**config.mk**
```make
export PLATFORM = sky130hd
export DESIGN_NAME = sgr_attribute_decoder
export DESIGN_NICKNAME = d
export VERILOG_FILES = /design/src/rtl/sgrd_pkg.sv /design/src/rtl/sgr_attribute_decoder.sv /design/src/rtl/sgrd_code.sv
export SDC_FILE = /design/constraint.sdc
export NUM_CORES = 1
export LEC_CHECK = 0
export BUFFER_PORTS_ARGS = -buffer_cell sky130_fd_sc_hd__buf_4
export CORE_MARGIN = 2
export CORE_UTILIZATION = 39
export DETAILED_ROUTE_END_ITERATION = 16
export PLACE_DENSITY = 0.71
export RECOVER_POWER = 25
export SLEW_MARGIN = 5
export SYNTH_ARGS = -nofsm -noshare
export SYNTH_HDL_FRONTEND = slang
export SYNTH_SLANG_ARGS = --single-unit
```
**constraint.sdc**
```tcl
create_clock -name clk_i -period 2.47 [get_ports clk_i]
set_input_delay 0.1235 -clock clk_i [delete_from_list [all_inputs] [get_ports clk_i]]
set_output_delay 0.1235 -clock clk_i [all_outputs]
set_load 0.1 [all_outputs]
```
**src/rtl/sgrd_pkg.sv**
```systemverilog
// Shared types and constants of the SGR attribute decoder.
// No dependencies; imported by every module of the block.
package sgrd_pkg;

  localparam logic [1:0] KIND_DEFAULT = 2'd0;
  localparam logic [1:0] KIND_INDEXED = 2'd1;
  localparam logic [1:0] KIND_RGB     = 2'd2;

  localparam logic [15:0] SGR_RESET      = 16'd0;
  localparam logic [15:0] SGR_BOLD       = 16'd1;
  localparam logic [15:0] SGR_FAINT      = 16'd2;
  localparam logic [15:0] SGR_ITALIC     = 16'd3;
  localparam logic [15:0] SGR_UNDERLINE  = 16'd4;
  localparam logic [15:0] SGR_BLINK_SLOW = 16'd5;
  localparam logic [15:0] SGR_BLINK_FAST = 16'd6;
  localparam logic [15:0] SGR_INVERSE    = 16'd7;
  localparam logic [15:0] SGR_HIDE       = 16'd8;
  localparam logic [15:0] SGR_STRIKE     = 16'd9;
  localparam logic [15:0] SGR_NO_BOLD    = 16'd21;
  localparam logic [15:0] SGR_NORMAL     = 16'd22;
  localparam logic [15:0] SGR_NO_ITALIC  = 16'd23;
  localparam logic [15:0] SGR_NO_UNDER   = 16'd24;
  localparam logic [15:0] SGR_NO_BLINK   = 16'd25;
  localparam logic [15:0] SGR_NO_INVERSE = 16'd27;
  localparam logic [15:0] SGR_NO_HIDE    = 16'd28;
  localparam logic [15:0] SGR_NO_STRIKE  = 16'd29;
  localparam logic [15:0] SGR_FG_EXT     = 16'd38;
  localparam logic [15:0] SGR_FG_DEFAULT = 16'd39;
  localparam logic [15:0] SGR_BG_EXT     = 16'd48;
  localparam logic [15:0] SGR_BG_DEFAULT = 16'd49;
  localparam logic [15:0] SGR_FG_BASE    = 16'd30;
  localparam logic [15:0] SGR_BG_BASE    = 16'd40;
  localparam logic [15:0] SGR_FG_BRIGHT  = 16'd90;
  localparam logic [15:0] SGR_BG_BRIGHT  = 16'd100;
  localparam logic [15:0] SGR_COLOR_SPAN = 16'd7;

  localparam logic [15:0] SEL_INDEXED = 16'd5;
  localparam logic [15:0] SEL_RGB     = 16'd2;
  localparam logic [15:0] COMP_MAX    = 16'd255;

  localparam logic [7:0] FLAG_BOLD      = 8'h01;
  localparam logic [7:0] FLAG_FAINT     = 8'h02;
  localparam logic [7:0] FLAG_ITALIC    = 8'h04;
  localparam logic [7:0] FLAG_UNDERLINE = 8'h08;
  localparam logic [7:0] FLAG_BLINK     = 8'h10;
  localparam logic [7:0] FLAG_INVERSE   = 8'h20;
  localparam logic [7:0] FLAG_HIDE      = 8'h40;
  localparam logic [7:0] FLAG_STRIKE    = 8'h80;

  typedef struct packed {
    logic [7:0]  flags;
    logic [1:0]  fg_kind;
    logic [23:0] fg_value;
    logic [1:0]  bg_kind;
    logic [23:0] bg_value;
  } rendition_t;

  typedef struct packed {
    logic ext_start;
    logic ext_back;
  } code_ctl_t;

endpackage

```
**src/rtl/sgr_attribute_decoder.sv**
```systemverilog
// Top level of the SGR attribute decoder: extended colour sequencing and result register.
// Depends on sgrd_pkg and sgrd_code.
//
//   channel  dir  tdata                                     tuser               tlast
//   s_axis   in   [15:0] param_value                        [0] param_present   param_last
//   m_axis   out  [7:0] attr_flags, [31:8] fore_value,      [1:0] fore_kind,    -
//                 [55:32] back_value                        [3:2] back_kind
//
// One request per cycle while m_axis is not stalled: each accepted parameter updates the
// rendition registers and its result appears on m_axis in the next cycle.
// The rendition registers double as the result register; s_axis_tready_o is high
// whenever that register is empty or being taken, so input resumes as soon as a stalled result is taken.
// Reset clears the rendition to default colours with no flags set.
module sgr_attribute_decoder (
  input  logic        clk_i,
  input  logic        rst_ni,
  input  logic        s_axis_tvalid_i,
  output logic        s_axis_tready_o,
  input  logic [15:0] s_axis_tdata_i,   // param_value
  input  logic        s_axis_tuser_i,   // param_present
  input  logic        s_axis_tlast_i,   // param_last
  output logic        m_axis_tvalid_o,
  input  logic        m_axis_tready_i,
  output logic [55:0] m_axis_tdata_o,   // attr_flags, fore_value, back_value
  output logic [3:0]  m_axis_tuser_o    // fore_kind, back_kind
);
  import sgrd_pkg::*;

  typedef enum logic [2:0] {
    PH_IDLE  = 3'd0,
    PH_SEL   = 3'd1,
    PH_IDX   = 3'd2,
    PH_RED   = 3'd3,
    PH_GREEN = 3'd4,
    PH_BLUE  = 3'd5,
    PH_SKIP  = 3'd6
  } phase_e;

  rendition_t rend_q, rend_d, code_rend;
  code_ctl_t  code_ctl;
  phase_e     phase_q, phase_d;
  logic       ext_back_q, ext_back_d;
  logic [8:0] held_first_q, held_first_d;
  logic [8:0] held_second_q, held_second_d;
  logic       out_valid_q;

  logic        accept;
  logic [15:0] code;
  logic [7:0]  sat;
  logic [8:0]  held_in;
  logic        apply_code;
  logic        set_en;
  logic [1:0]  set_kind;
  logic [23:0] set_value;

  assign s_axis_tready_o = !out_valid_q || m_axis_tready_i;
  assign accept          = s_axis_tvalid_i && s_axis_tready_o;

  assign code    = s_axis_tuser_i ? s_axis_tdata_i : SGR_RESET;
  assign sat     = (s_axis_tdata_i > COMP_MAX) ? COMP_MAX[7:0] : s_axis_tdata_i[7:0];
  assign held_in = s_axis_tuser_i ? {1'b1, sat} : 9'd0;

  sgrd_code u_code (
    .code_i (code),
    .rend_i (rend_q),
    .rend_o (code_rend),
    .ctl_o  (code_ctl)
  );

  always_comb begin
    rend_d        = rend_q;
    phase_d       = PH_IDLE;
    ext_back_d    = ext_back_q;
    held_first_d  = held_first_q;
    held_second_d = held_second_q;
    apply_code    = 1'b0;
    set_en        = 1'b0;
    set_kind      = KIND_INDEXED;
    set_value     = '0;
    unique case (phase_q)
      PH_SEL: begin
        if (s_axis_tuser_i && s_axis_tdata_i == SEL_INDEXED) begin
          phase_d = PH_IDX;
        end else if (s_axis_tuser_i && s_axis_tdata_i == SEL_RGB) begin
          phase_d = PH_RED;
        end else begin
          apply_code = 1'b1;
        end
      end
      PH_IDX: begin
        if (s_axis_tuser_i && s_axis_tdata_i <= COMP_MAX) begin
          set_en    = 1'b1;
          set_kind  = KIND_INDEXED;
          set_value = {16'd0, s_axis_tdata_i[7:0]};
        end
      end
      PH_RED: begin
        if (s_axis_tuser_i) begin
          held_first_d = held_in;
          phase_d      = PH_GREEN;
        end else begin
          phase_d = PH_SKIP;
        end
      end
      PH_SKIP: begin
        held_first_d = held_in;
        phase_d      = PH_GREEN;
      end
      PH_GREEN: begin
        held_second_d = held_in;
        phase_d       = PH_BLUE;
      end
      PH_BLUE: begin
        if (s_axis_tuser_i && held_first_q[8] && held_second_q[8]) begin
          set_en    = 1'b1;
          set_kind  = KIND_RGB;
          set_value = {held_first_q[7:0], held_second_q[7:0], sat};
        end
      end
      default: apply_code = 1'b1;
    endcase

    if (apply_code) begin
      rend_d = code_rend;
      if (code_ctl.ext_start) begin
        phase_d    = PH_SEL;
        ext_back_d = code_ctl.ext_back;
      end
    end

    if (set_en) begin
      if (ext_back_q) begin
        rend_d.bg_kind  = set_kind;
        rend_d.bg_value = set_value;
      end else begin
        rend_d.fg_kind  = set_kind;
        rend_d.fg_value = set_value;
      end
    end

    if (s_axis_tlast_i) begin
      phase_d = PH_IDLE;
    end
  end

  always_ff @(posedge clk_i or negedge rst_ni) begin
    if (!rst_ni) begin
      rend_q        <= '0;
      phase_q       <= PH_IDLE;
      ext_back_q    <= 1'b0;
      held_first_q  <= '0;
      held_second_q <= '0;
      out_valid_q   <= 1'b0;
    end else begin
      if (accept) begin
        rend_q        <= rend_d;
        phase_q       <= phase_d;
        ext_back_q    <= ext_back_d;
        held_first_q  <= held_first_d;
        held_second_q <= held_second_d;
        out_valid_q   <= 1'b1;
      end else if (m_axis_tready_i) begin
        out_valid_q <= 1'b0;
      end
    end
  end

  assign m_axis_tvalid_o = out_valid_q;
  assign m_axis_tdata_o  = {rend_q.bg_value, rend_q.fg_value, rend_q.flags};
  assign m_axis_tuser_o  = {rend_q.bg_kind, rend_q.fg_kind};

endmodule

```
**src/rtl/sgrd_code.sv**
```systemverilog
// Plain SGR code decode: applies one code to the current rendition.
// Depends on sgrd_pkg.
module sgrd_code (
  input  logic [15:0]         code_i,
  input  sgrd_pkg::rendition_t rend_i,
  output sgrd_pkg::rendition_t rend_o,
  output sgrd_pkg::code_ctl_t  ctl_o
);
  import sgrd_pkg::*;

  logic [15:0] fg_off;
  logic [15:0] bg_off;
  logic [15:0] fgb_off;
  logic [15:0] bgb_off;

  assign fg_off  = code_i - SGR_FG_BASE;
  assign bg_off  = code_i - SGR_BG_BASE;
  assign fgb_off = code_i - SGR_FG_BRIGHT;
  assign bgb_off = code_i - SGR_BG_BRIGHT;

  always_comb begin
    rend_o = rend_i;
    ctl_o  = '0;
    unique case (code_i)
      SGR_RESET: begin
        rend_o = '0;
      end
      SGR_BOLD:       rend_o.flags = rend_i.flags | FLAG_BOLD;
      SGR_FAINT:      rend_o.flags = rend_i.flags | FLAG_FAINT;
      SGR_ITALIC:     rend_o.flags = rend_i.flags | FLAG_ITALIC;
      SGR_UNDERLINE:  rend_o.flags = rend_i.flags | FLAG_UNDERLINE;
      SGR_BLINK_SLOW,
      SGR_BLINK_FAST: rend_o.flags = rend_i.flags | FLAG_BLINK;
      SGR_INVERSE:    rend_o.flags = rend_i.flags | FLAG_INVERSE;
      SGR_HIDE:       rend_o.flags = rend_i.flags | FLAG_HIDE;
      SGR_STRIKE:     rend_o.flags = rend_i.flags | FLAG_STRIKE;
      SGR_NO_BOLD,
      SGR_NORMAL:     rend_o.flags = rend_i.flags & ~(FLAG_BOLD | FLAG_FAINT);
      SGR_NO_ITALIC:  rend_o.flags = rend_i.flags & ~FLAG_ITALIC;
      SGR_NO_UNDER:   rend_o.flags = rend_i.flags & ~FLAG_UNDERLINE;
      SGR_NO_BLINK:   rend_o.flags = rend_i.flags & ~FLAG_BLINK;
      SGR_NO_INVERSE: rend_o.flags = rend_i.flags & ~FLAG_INVERSE;
      SGR_NO_HIDE:    rend_o.flags = rend_i.flags & ~FLAG_HIDE;
      SGR_NO_STRIKE:  rend_o.flags = rend_i.flags & ~FLAG_STRIKE;
      SGR_FG_EXT: begin
        ctl_o.ext_start = 1'b1;
        ctl_o.ext_back  = 1'b0;
      end
      SGR_BG_EXT: begin
        ctl_o.ext_start = 1'b1;
        ctl_o.ext_back  = 1'b1;
      end
      SGR_FG_DEFAULT: begin
        rend_o.fg_kind  = KIND_DEFAULT;
        rend_o.fg_value = '0;
      end
      SGR_BG_DEFAULT: begin
        rend_o.bg_kind  = KIND_DEFAULT;
        rend_o.bg_value = '0;
      end
      default: begin
        if (code_i >= SGR_FG_BASE && code_i <= SGR_FG_BASE + SGR_COLOR_SPAN) begin
          rend_o.fg_kind  = KIND_INDEXED;
          rend_o.fg_value = {21'd0, fg_off[2:0]};
        end else if (code_i >= SGR_BG_BASE && code_i <= SGR_BG_BASE + SGR_COLOR_SPAN) begin
          rend_o.bg_kind  = KIND_INDEXED;
          rend_o.bg_value = {21'd0, bg_off[2:0]};
        end else if (code_i >= SGR_FG_BRIGHT &&
                     code_i <= SGR_FG_BRIGHT + SGR_COLOR_SPAN) begin
          rend_o.fg_kind  = KIND_INDEXED;
          rend_o.fg_value = {20'd0, 1'b1, fgb_off[2:0]};
        end else if (code_i >= SGR_BG_BRIGHT &&
                     code_i <= SGR_BG_BRIGHT + SGR_COLOR_SPAN) begin
          rend_o.bg_kind  = KIND_INDEXED;
          rend_o.bg_value = {20'd0, 1'b1, bgb_off[2:0]};
        end
      end
    endcase
  end

endmodule

```
# Word-level counts from Yosys, hierarchy flattened
# Index checks and enable logic that the tools add are counted.
# W data, S select, Z words.
dict set report word_totals {
  reg_bits 83
  inputBits 22
  out_inout_bits 62
}
dict set report classes {
  n_addsub 4
  n_lt_le_gt_ge 10
  eq_ne 30
  mux 40
  n_bitwise 15
  n_reduce_logical 41
}
# operator n
set op_table {}
lappend op_table {{$mux W26} 9}
lappend op_table {{$eq A16 B5 Y1 const B} 8}
lappend op_table {{$pmux W8 S16} 1}
lappend op_table {{$reduce_and A16 Y1} 8}
lappend op_table {{$mux W52} 2}
lappend op_table {{$pmux W26 S2} 2}
lappend op_table {{$eq A16 B3 Y1 const B} 5}
lappend op_table {{$eq A16 B6 Y1 const B} 4}
lappend op_table {{$eq A16 B2 Y1 const B} 3}
lappend op_table {{$pmux W24 S2} 1}
lappend op_table {{$reduce_or A20 Y1} 2}
lappend op_table {{$eq A16 B4 Y1 const B} 2}
lappend op_table {{$ge A16 B7 Y1 const B} 2}
lappend op_table {{$le A16 B6 Y1 const B} 2}
lappend op_table {{$le A16 B7 Y1 const B} 2}
lappend op_table {{$mux W24} 1}
lappend op_table {{$reduce_bool A3 Y1} 8}
lappend op_table {{$mux W9} 2}
lappend op_table {{$pmux W9 S2} 1}
lappend op_table {{$eq A16 B1 Y1 const B} 1}
lappend op_table {{$ge A16 B5 Y1 const B} 1}
lappend op_table {{$ge A16 B6 Y1 const B} 1}
lappend op_table {{$gt A16 B8 Y1 const B} 1}
lappend op_table {{$le A16 B8 Y1 const B} 1}
lappend op_table {{other kinds (25)} 70}

# Logic depth before layout (Yosys ltp)
# Gate-level depths: netlist of the first run.
dict set report depth {
  ltp_word 11
  depth_mapped 12
  depth_no_buf 10
}

# Modules after synthesis
# A second synthesis of the first run with hierarchy kept.
dict set report hier_totals {
  cells_unflattened 613
  hier_area_um2 5469.0
}
# mod n_inst cells_per_inst area_per_inst_um2 seq_area_each_um2
set modules_own_cells {}
lappend modules_own_cells {sgr_attribute_decoder 1 410 4088.9 2077.0}
lappend modules_own_cells {sgrd_code 1 203 1380.1 0.0}

# Least setup slack after synthesis of the first run
# No wires, ideal clock.
dict set report synth_path {
  path_kind {register to register}
  start {register out_valid_q (netlist: m_axis_tvalid_o)}
  end {register rend_q, in the netlist m_axis_tuser_o[1]}
  setup_time_ns 0.084
  t_arrival_ns 3.030
  required_time_ns 2.386
  slack_ns -0.644
  stages_incl_launch_ff 7
  path_buffers 1
  period_less_slack_ns 3.114
  path_cell_list {dfrtp_1 nand2b_1 nand2_1 nor3_1 clkbuf_1 a21oi_1 o21ai_0}
}
dict set report synth_via {
  elab_chain_cells 3
}
# item line
set synth_lines {}
lappend synth_lines {{start, declared} sgr_attribute_decoder.sv:45} ;# logic out_valid_q;
lappend synth_lines {{start signal, assigned} sgr_attribute_decoder.sv:153} ;# out_valid_q <= 1'b0;
lappend synth_lines {{start signal, assigned} sgr_attribute_decoder.sv:161} ;# out_valid_q <= 1'b1;
lappend synth_lines {{start signal, assigned} sgr_attribute_decoder.sv:163} ;# out_valid_q <= 1'b0;
lappend synth_lines {{$logic_not A1 Y1} sgr_attribute_decoder.sv:56} ;# assign s_axis_tready_o = !out_valid_q || m_axis_tready_i;
lappend synth_lines {{$logic_or A1 B1 Y1} sgr_attribute_decoder.sv:56}
lappend synth_lines {{net s_axis_tready_o} sgr_attribute_decoder.sv:18} ;# output logic s_axis_tready_o,
lappend synth_lines {{$logic_and A1 B1 Y1} sgr_attribute_decoder.sv:57} ;# assign accept = s_axis_tvalid_i && s_axis_tready_o;
lappend synth_lines {{end signal, assigned} sgr_attribute_decoder.sv:156} ;# rend_q <= rend_d;
lappend synth_lines {{end, declared} sgr_attribute_decoder.sv:39} ;# rendition_t rend_q, rend_d, code_rend;
# The timed path passes the listed nets, and every way through them passes these cells.
# A chain may end at the register's enable or synchronous reset.

# Worst setup path after layout of the first run
dict set report layout_path {
  start {input s_axis_tdata_i[12]}
  end {register rend_q, in the netlist m_axis_tdata_o[21]}
}
dict set report layout_via {
  elab_chain_cells 10
}
# item line
set layout_lines {}
lappend layout_lines {{start, declared} sgr_attribute_decoder.sv:19} ;# input logic [15:0] s_axis_tdata_i,
lappend layout_lines {{$mux W16} sgr_attribute_decoder.sv:59} ;# assign code = s_axis_tuser_i ? s_axis_tdata_i : SGR_RESET;
lappend layout_lines {{$ge A16 B7 Y1 or $le A16 B7 Y1 (tied branches)} {sgrd_code.sv:68, sgrd_code.sv:69}}
lappend layout_lines {{$logic_and A1 B1 Y1} sgrd_code.sv:68} ;# end else if (code_i >= SGR_FG_BRIGHT &&
lappend layout_lines {{$mux W26} sgrd_code.sv:68}
lappend layout_lines {{$mux W26} sgrd_code.sv:65} ;# end else if (code_i >= SGR_BG_BASE && code_i <= SGR_BG_BASE + SGR_COLOR_SPAN) begin
lappend layout_lines {{$mux W26} sgrd_code.sv:62} ;# if (code_i >= SGR_FG_BASE && code_i <= SGR_FG_BASE + SGR_COLOR_SPAN) begin
lappend layout_lines {{$pmux W26 S2} sgrd_code.sv:24} ;# unique case (code_i)
lappend layout_lines {{$mux W52} sgr_attribute_decoder.sv:123} ;# if (apply_code) begin
lappend layout_lines {{$mux W26} sgr_attribute_decoder.sv:132} ;# if (ext_back_q) begin
lappend layout_lines {{$mux W52 (*)} sgr_attribute_decoder.sv:131} ;# if (set_en) begin
# Every way passes the cells marked *; elsewhere a longest branch is shown, timed or not.

==> qor.txt, run 1 <==
Avg Inst Size Synth: 9.726 um^2
Worst R2R Setup Slack: 0.25 ns
synth unique cells: 64
vias after detailed routing: 4153
post-synthesis async set-or-reset flop share: 100.0%
fmax: 436.9 MHz
first-pass GRT wire length: 20760 um
Placer Congestion: 0.8762
port buffer count: 83
clock latency on the worst-skew pair: 0.37 ns
most common cell in the netlist: dfrtp_1
post-route setup TNS: 0 ns
max incr delay on CP: 0.52 ns
clock tree buffer depth: 2
critical path class: in -> reg
Max Cap Viol: 0
commonest cells in the netlist: dfrtp_1 (83), nand2_1 (53), o21ai_0 (50), a22o_1 (37), nor2_1 (26)
design area: 5861 um^2
initial antenna violation count: 0
DR vias/cell: 5.643
TritonCTS buffer count: 9
unrepaired setup endpoints after global routing: no
synthesized cell area: 4377 um^2
placed inst area: 5597 um^2
final hold slack: 0.05149 ns
Die Area: 12090 um^2
# fillers: 1025
Synthesized Nets: 473
DRC Markers: 0
1st-iter DRT viols: 266
critical path peak fanout: 16
clk slew on worst S/H paths: 0.10 ns
Leak: 2.826 nW
period utilization: 92.66%
Clock Skews: 0.01398 ns
Final Core Density: 53.83%
Hold Path Class: in -> reg
WL final: 12710 um
Cell Pwr Density: 503.0 nW/um^2
starting density of the core: 40.20%
FP Rows: 38
die height: 109.9 um
Cells after DPL: 717
total power: 2.948 mW
ANT cells: 0
register area share after synthesis: 47.46%
drt pass-1 iters: 4
WL/cell: 17.26 um
vias in the first global route: 4144
Final WS setup: 0.1813 ns
CTS sink count: 83
Syn-to-layout area delta: 33.91%
CP Cell Sequence: buf_4 > nor4_4 > nand2_1 > buf_4 > nor4_2 > o21ai_1 > a21oi_1 > nor2_2 > buf_4 > a22o_1
Synth top area share: 47.46%
Nets: 614
global route overflow: 0
CP Launch Type: primary input
GRT Overall Usage: 22.01%
synth top area cells: dfrtp_1 (47%), a22o_1 (7.4%), o21ai_0 (5.7%)
Core ar.: 10890 um^2
# Post-CTS Setup Buffers: 0
share of layout cells above drive strength 1: 34.23%
post-DP HPWL: 9628 um
status: completed
area leader, netlist: dfrtp_1
number of flops mapped to enable cells by yosys: 0
pre-CTS setup slack: -0.4428 ns
fin crit period: 2.289 ns
post-route ant nets: 0
CP max stage cell: nor4_4
worst path arrival time: 2.55 ns
CP Capture Type: flop
pin count of the biggest net entering global routing: 45
Final setup viols: 0
Root Buffer: clkbuf_8
Worst slew margin: 27.23%
synthesized flop and latch total: 83
Final Hold Vio Count: 0
# IOs: 84
Worst-Margin Slew: 1.092 ns
peak supply drop: 0.2484 mV
Cells after Synth: 450
Max Slew Vio Count: 0
worst endpoint required time: 2.73 ns
CTS tree: done
Die Width: 109.9 um
H-Tree Depth: 3
Post-synth top flop: dfrtp_1
cell mode on critical path: buf_4
number of synthesis warnings: 0
Post-Layout Cell Count: 736
## flip-flops by register name, summed over array words and instances (netlist names)
name / count
ext_back_q: 1
phase_q: 3
m_axis_tuser_o: 4
held_second_q: 9
m_axis_tvalid_o: 1
held_first_q: 9
m_axis_tdata_o: 56
## area by class of cell
type                    count  area, um^2  area share, %
multi-input cells         328        2131          36.36
flip-flops and latches     83        2078          35.46
repair buffers            166        1246          21.26
well taps                 140       175.2          2.989
clock buffers               9       123.9          2.114
clock inverters             7       95.09          1.623
inverters                   3       11.26         0.1921
## worst paths after layout
path	start	to	cells after the start
worst max-delay path	s_axis_tdata_i[12]	m_axis_tdata_o[21]	10
worst min-delay path	m_axis_tready_i	m_axis_tvalid_o	3
worst max register to register	phase_q[2]	m_axis_tdata_o[37]	8
worst min register to register	m_axis_tdata_o[35]	m_axis_tdata_o[35]	1
max in group asynchronous	rst_ni	m_axis_tdata_o[12]	3
min in group asynchronous	rst_ni	m_axis_tdata_o[18]	2
## per-layer routing
layer  track usage (%)  vias up  wire, um
met2             36.59      156      6224
met3             3.616       23       753
met1             29.10     2017      5475
met5                 0        -         0
li1                  -     1957         -
met4             7.324        0       252
## kinds of logic after synthesis
group                    Yosys count  share of synthesized area [%]
AND/OR/NAND/NOR                  162                          20.58
AO/OA/AOI/OAI                    158                          25.56
flip-flops                        83                          47.46
buffers and inverters             39                          4.545
XOR/XNOR                           4                         0.8006
multiplexers                       3                         0.7718
adder cells (fa/ha/maj)            1                         0.2858
## cell usage in the layout, fill, tap and decap left out, types with 3 or more instances in the layout
master	count
buf_4	160
dfrtp_1	82
nand2_1	53
o21ai_0	50
a22o_1	37
nor2_1	26
nand3_1	14
a21oi_1	14
nand2b_1	9
clkbuf_8	9
nand4_1	8
o31ai_1	8
nor2b_1	6
a21o_1	6
a32o_1	6
and3_1	5
a31oi_1	5
o211ai_1	5
and2_1	4
nand3b_1	4
a41oi_1	4
a22oi_1	4
inv_1	3
nor4_4	3
nor3b_1	3
xor2_1	3
nor3_1	3
nor3_2	3
mux2_2	3
inv_8	3
dlygate4sd3_1	3
clkbuf_2	3
## what timing repair did
action / 4_1_cts / 5_1_grt
hold endpoints to repair: 44 / 0
hold buffers: 3 / 0
gates resized for setup: 1 / 3
endpoints found under the setup margin: 28 / 30
## power by group
part           leakage, nW  internal [mW]  total (mW)  switching, mW
Combinational         1.58          0.158       0.479          0.321
Clock                0.104          0.496        1.07          0.573
Sequential            1.14           1.38        1.40         0.0194
## worst max-delay path: cells and delay by family
family,cells,cell delay (ns)
AO/OA/AOI/OAI,3,0.65
AND/OR/NAND/NOR,4,1.21
buffers and inverters,3,0.55
No activity file was read; power rests on OpenSTA's default activity.
==> inputs of run 2 (changes only) <==
--- a/config.mk
+++ b/config.mk
@@ -9,9 +9,11 @@
 export CORE_MARGIN = 2
 export CORE_UTILIZATION = 39
+export CTS_BUF_LIST = sky130_fd_sc_hd__clkbuf_8 sky130_fd_sc_hd__clkbuf_16
 export DETAILED_ROUTE_END_ITERATION = 16
-export PLACE_DENSITY = 0.71
+export PLACE_DENSITY = 0.69
 export RECOVER_POWER = 25
 export SLEW_MARGIN = 5
 export SYNTH_ARGS = -nofsm -noshare
 export SYNTH_HDL_FRONTEND = slang
+export SYNTH_HIERARCHICAL = 1
 export SYNTH_SLANG_ARGS = --single-unit
==> constraint.sdc (replaced) <==
create_clock -name clk_i -period 2.47 [get_ports clk_i]
set_input_delay 0.3705 -clock clk_i [delete_from_list [all_inputs] [get_ports clk_i]]
set_output_delay 0.3705 -clock clk_i [all_outputs]
set_load 0.1 [all_outputs]
==> run 2 against run 1 <==
Compared with the run above: the flow now finishes with violations (max-capacitance violations, max-slew violations); utilization down 2.7 points; critical path type unchanged; sequential share of layout area fell by 5.9 points; final area grew 20%; non-clock buffer count fell by 4; largest power group is now combinational cells; critical path depth unchanged; power rose by 94%; wire length increased by 37%.
==> qor.txt, run 2 <==
period utilization: 93.51% (+0.85 points)
Post-synth top flop: dfrtp_1
1st-iter DRT viols: 330 (+24%)
global route overflow: 0 (unchanged)
first-pass GRT wire length: 27670 um (+33%)
total power: 5.715 mW (+94%)
die height: 122.4 um (+11%)
DRC Markers: 0 (unchanged)
number of flops mapped to enable cells by yosys: 0 (unchanged)
Max Slew Vio Count: 66 (+66)
post-DP HPWL: 12920 um (+34%)
DR vias/cell: 5.808 (+2.9%)
GRT Overall Usage: 23.89% (+1.9 points)
most frequent cells in the layout: buf_4 (156), dfrtp_1 (82), nand2_1 (64), o21ai_0 (54), and2_1 (41)
fin crit period: 2.310 ns (+0.02098 ns)
CP Capture Type: flop
vias in the first global route: 5231 (+26%)
Clock Skews: 0.01229 ns (-0.001691 ns)
WL final: 17390 um (+37%)
initial antenna violation count: 0 (unchanged)
Synthesized Nets: 637 (+35%)
Cell Pwr Density: 812.3 nW/um^2 (+61%)
CTS tree: done
Worst slew margin: -10.99% (-38 points)
CP Launch Type: primary input
Max Cap Viol: 1 (+1)
clock tree buffer depth: 2 (unchanged)
Hold Path Class: in -> reg
Syn-to-layout area delta: 28.64%
max reg flops: 56 (unchanged)
Avg Inst Size Synth: 8.922 um^2 (-8.3%)
post-route ant nets: 0 (unchanged)
worst path arrival time: 2.56 ns (about the same)
starting density of the core: 39.71% (-0.49 points)
vias after detailed routing: 5372 (+29%)
Cells after Synth: 613 (+36%)
critical path peak fanout: 23 (+7)
area leader, netlist: dfrtp_1
# IOs: 84 (unchanged)
number of synthesis warnings: 6 (+6)
peak supply drop: 0.6572 mV (+160%)
port buffer count: 83 (unchanged)
worst endpoint required time: 2.72 ns (about the same)
# Post-CTS Setup Buffers: 0 (unchanged)
clock latency on the worst-skew pair: 0.35 ns (-0.02 ns)
number of gates resized after cts: 0 (-1)
Worst-Margin Slew: 1.665 ns (+0.5733 ns)
synth top area cells: dfrtp_1 (38%), o21ai_0 (5.0%), and2_1 (4.8%)
Die Width: 122.4 um (+11%)
Root Buffer: clkbuf_16
unrepaired setup endpoints after global routing: no
drt pass-1 iters: 7 (+3)
Post-Layout Cell Count: 925 (+26%)
Nets: 764 (+24%)
WL/cell: 18.80 um (+8.9%)
H-Tree Depth: 3 (unchanged)
failing checks: max-capacitance violations, max-slew violations
synthesized cell area: 5469 um^2 (+25%)
hold_buf cts: 0 (-3)
CTS sink count: 83 (unchanged)
Synth top area share: 37.98% (-9.5 points)
pin count of the biggest net entering global routing: 66 (+47%)
clk slew on worst S/H paths: 0.07 ns (-0.03 ns)
status: finished with violations
most common cell after layout, fill and taps aside: buf_4
post-route setup TNS: 0 ns (unchanged)
share of layout cells above drive strength 1: 34.63% (+0.40 points)
commonest cells in the netlist: dfrtp_1 (83), nand2_1 (64), o21ai_0 (55), and2_1 (42), nor2_1 (41)
synthesized flop and latch total: 83 (unchanged)
Placer Congestion: 0.9621 (+9.8%)
Die Area: 14990 um^2 (+24%)
post-synthesis async set-or-reset flop share: 100.0% (unchanged)
ANT cells: 0 (unchanged)
most common cell in the netlist: dfrtp_1
TritonCTS buffer count: 9 (unchanged)
critical path class: in -> reg
register area share after synthesis: 37.98% (-9.5 points)
FP Rows: 43 (+13%)
synth unique cells: 74 (+16%)
Final setup viols: 0 (unchanged)
Cells after DPL: 909 (+27%)
Leak: 3.274 nW (+16%)
Core ar.: 13770 um^2 (+27%)
Final Hold Vio Count: 0 (unchanged)
fmax: 433.0 MHz (-0.91%)
[run 2: cell types whose count changed in the layout (fill, tap and decap cells not counted), sizes merged, moves of 8 or more]
cell and delta:
and2 +58, o221a +23, a21oi +22, a22o -18, nor2 +15, inv +13, a21o +12, nand2 +12
a211o +9, nor3 +8
[run 2: per-layer routing]
layer | part of all wire, % | global-route usage [%] | vias up
met5 | 0 | 0 | -
met4 | 2.5 | 8.693 | 0
met3 | 3.9 | 3.903 | 34
met2 | 50 | 41.11 | 148
met1 | 43 | 30.17 | 2683
li1 | - | - | 2507
[run 2: kinds of logic after synthesis]
| family | Yosys count | share of synthesized area [%] |
|---|---|---|
| flops | 83 | 37.98 |
| fa+ha+maj | 2 | 0.4575 |
| mux | 5 | 0.9837 |
| simple gates | 248 | 26.08 |
| xor+xnor | 3 | 0.4805 |
| buf+inv | 62 | 5.720 |
| compound gates | 210 | 28.30 |
[run 2: path summary, 6_finish.rpt]
kind,from,end,slack (ns),depth (start not counted)
hold / removal,s_axis_tvalid_i,m_axis_tvalid_o,0.24,2
setup reg to reg,phase_q[0],m_axis_tdata_o[34],0.22,4
hold reg to reg,m_axis_tdata_o[49],m_axis_tdata_o[49],0.50,1
min in group asynchronous,rst_ni,m_axis_tdata_o[6],0.42,1
setup / recovery,s_axis_tuser_i,m_axis_tdata_o[33],0.16,10
max in group asynchronous,rst_ni,m_axis_tvalid_o,0.93,1
[run 2: final cells by class]
type | count | area (um^2)
Sequential cell | 83 | 2078
Clock buffer | 9 | 225.2
Clock inverter | 7 | 77.57
Timing Repair Buffer | 162 | 1276
Fill cell | 1312 | 6738
Inverter | 16 | 60.06
Tap cell | 180 | 225.2
Multi-Input combinational cell | 468 | 3093
[run 2: critical path: stages]
cell and delay [ns]:
buf_4 0.14, buf_12 0.13, and2_2 0.23, and3_1 0.18, o21ai_0 0.31, nor4_2 0.10
nor2_2 0.62, a22o_1 0.23, nor2_1 0.05, a221oi_1 0.21
[run 2: per-stage QoR]
stage,setup WS [ns],area (um^2),hold WS [ns],util (%)
floorplan,-0.2427,5517,0.07491,-
global placement,-0.09745,6743,0.4820,48.96
detailed placement,-0.1435,6743,0.4857,48.96
CTS,0.2102,7046,0.1642,51.15
global route,0.02750,7036,0.2511,51.08
finish,0.1603,7036,0.2408,51.08
[run 2: power breakdown]
part	internal, mW	switching, mW
Combinational	0.735	1.84
Sequential	1.55	0.197
Clock	0.793	0.605
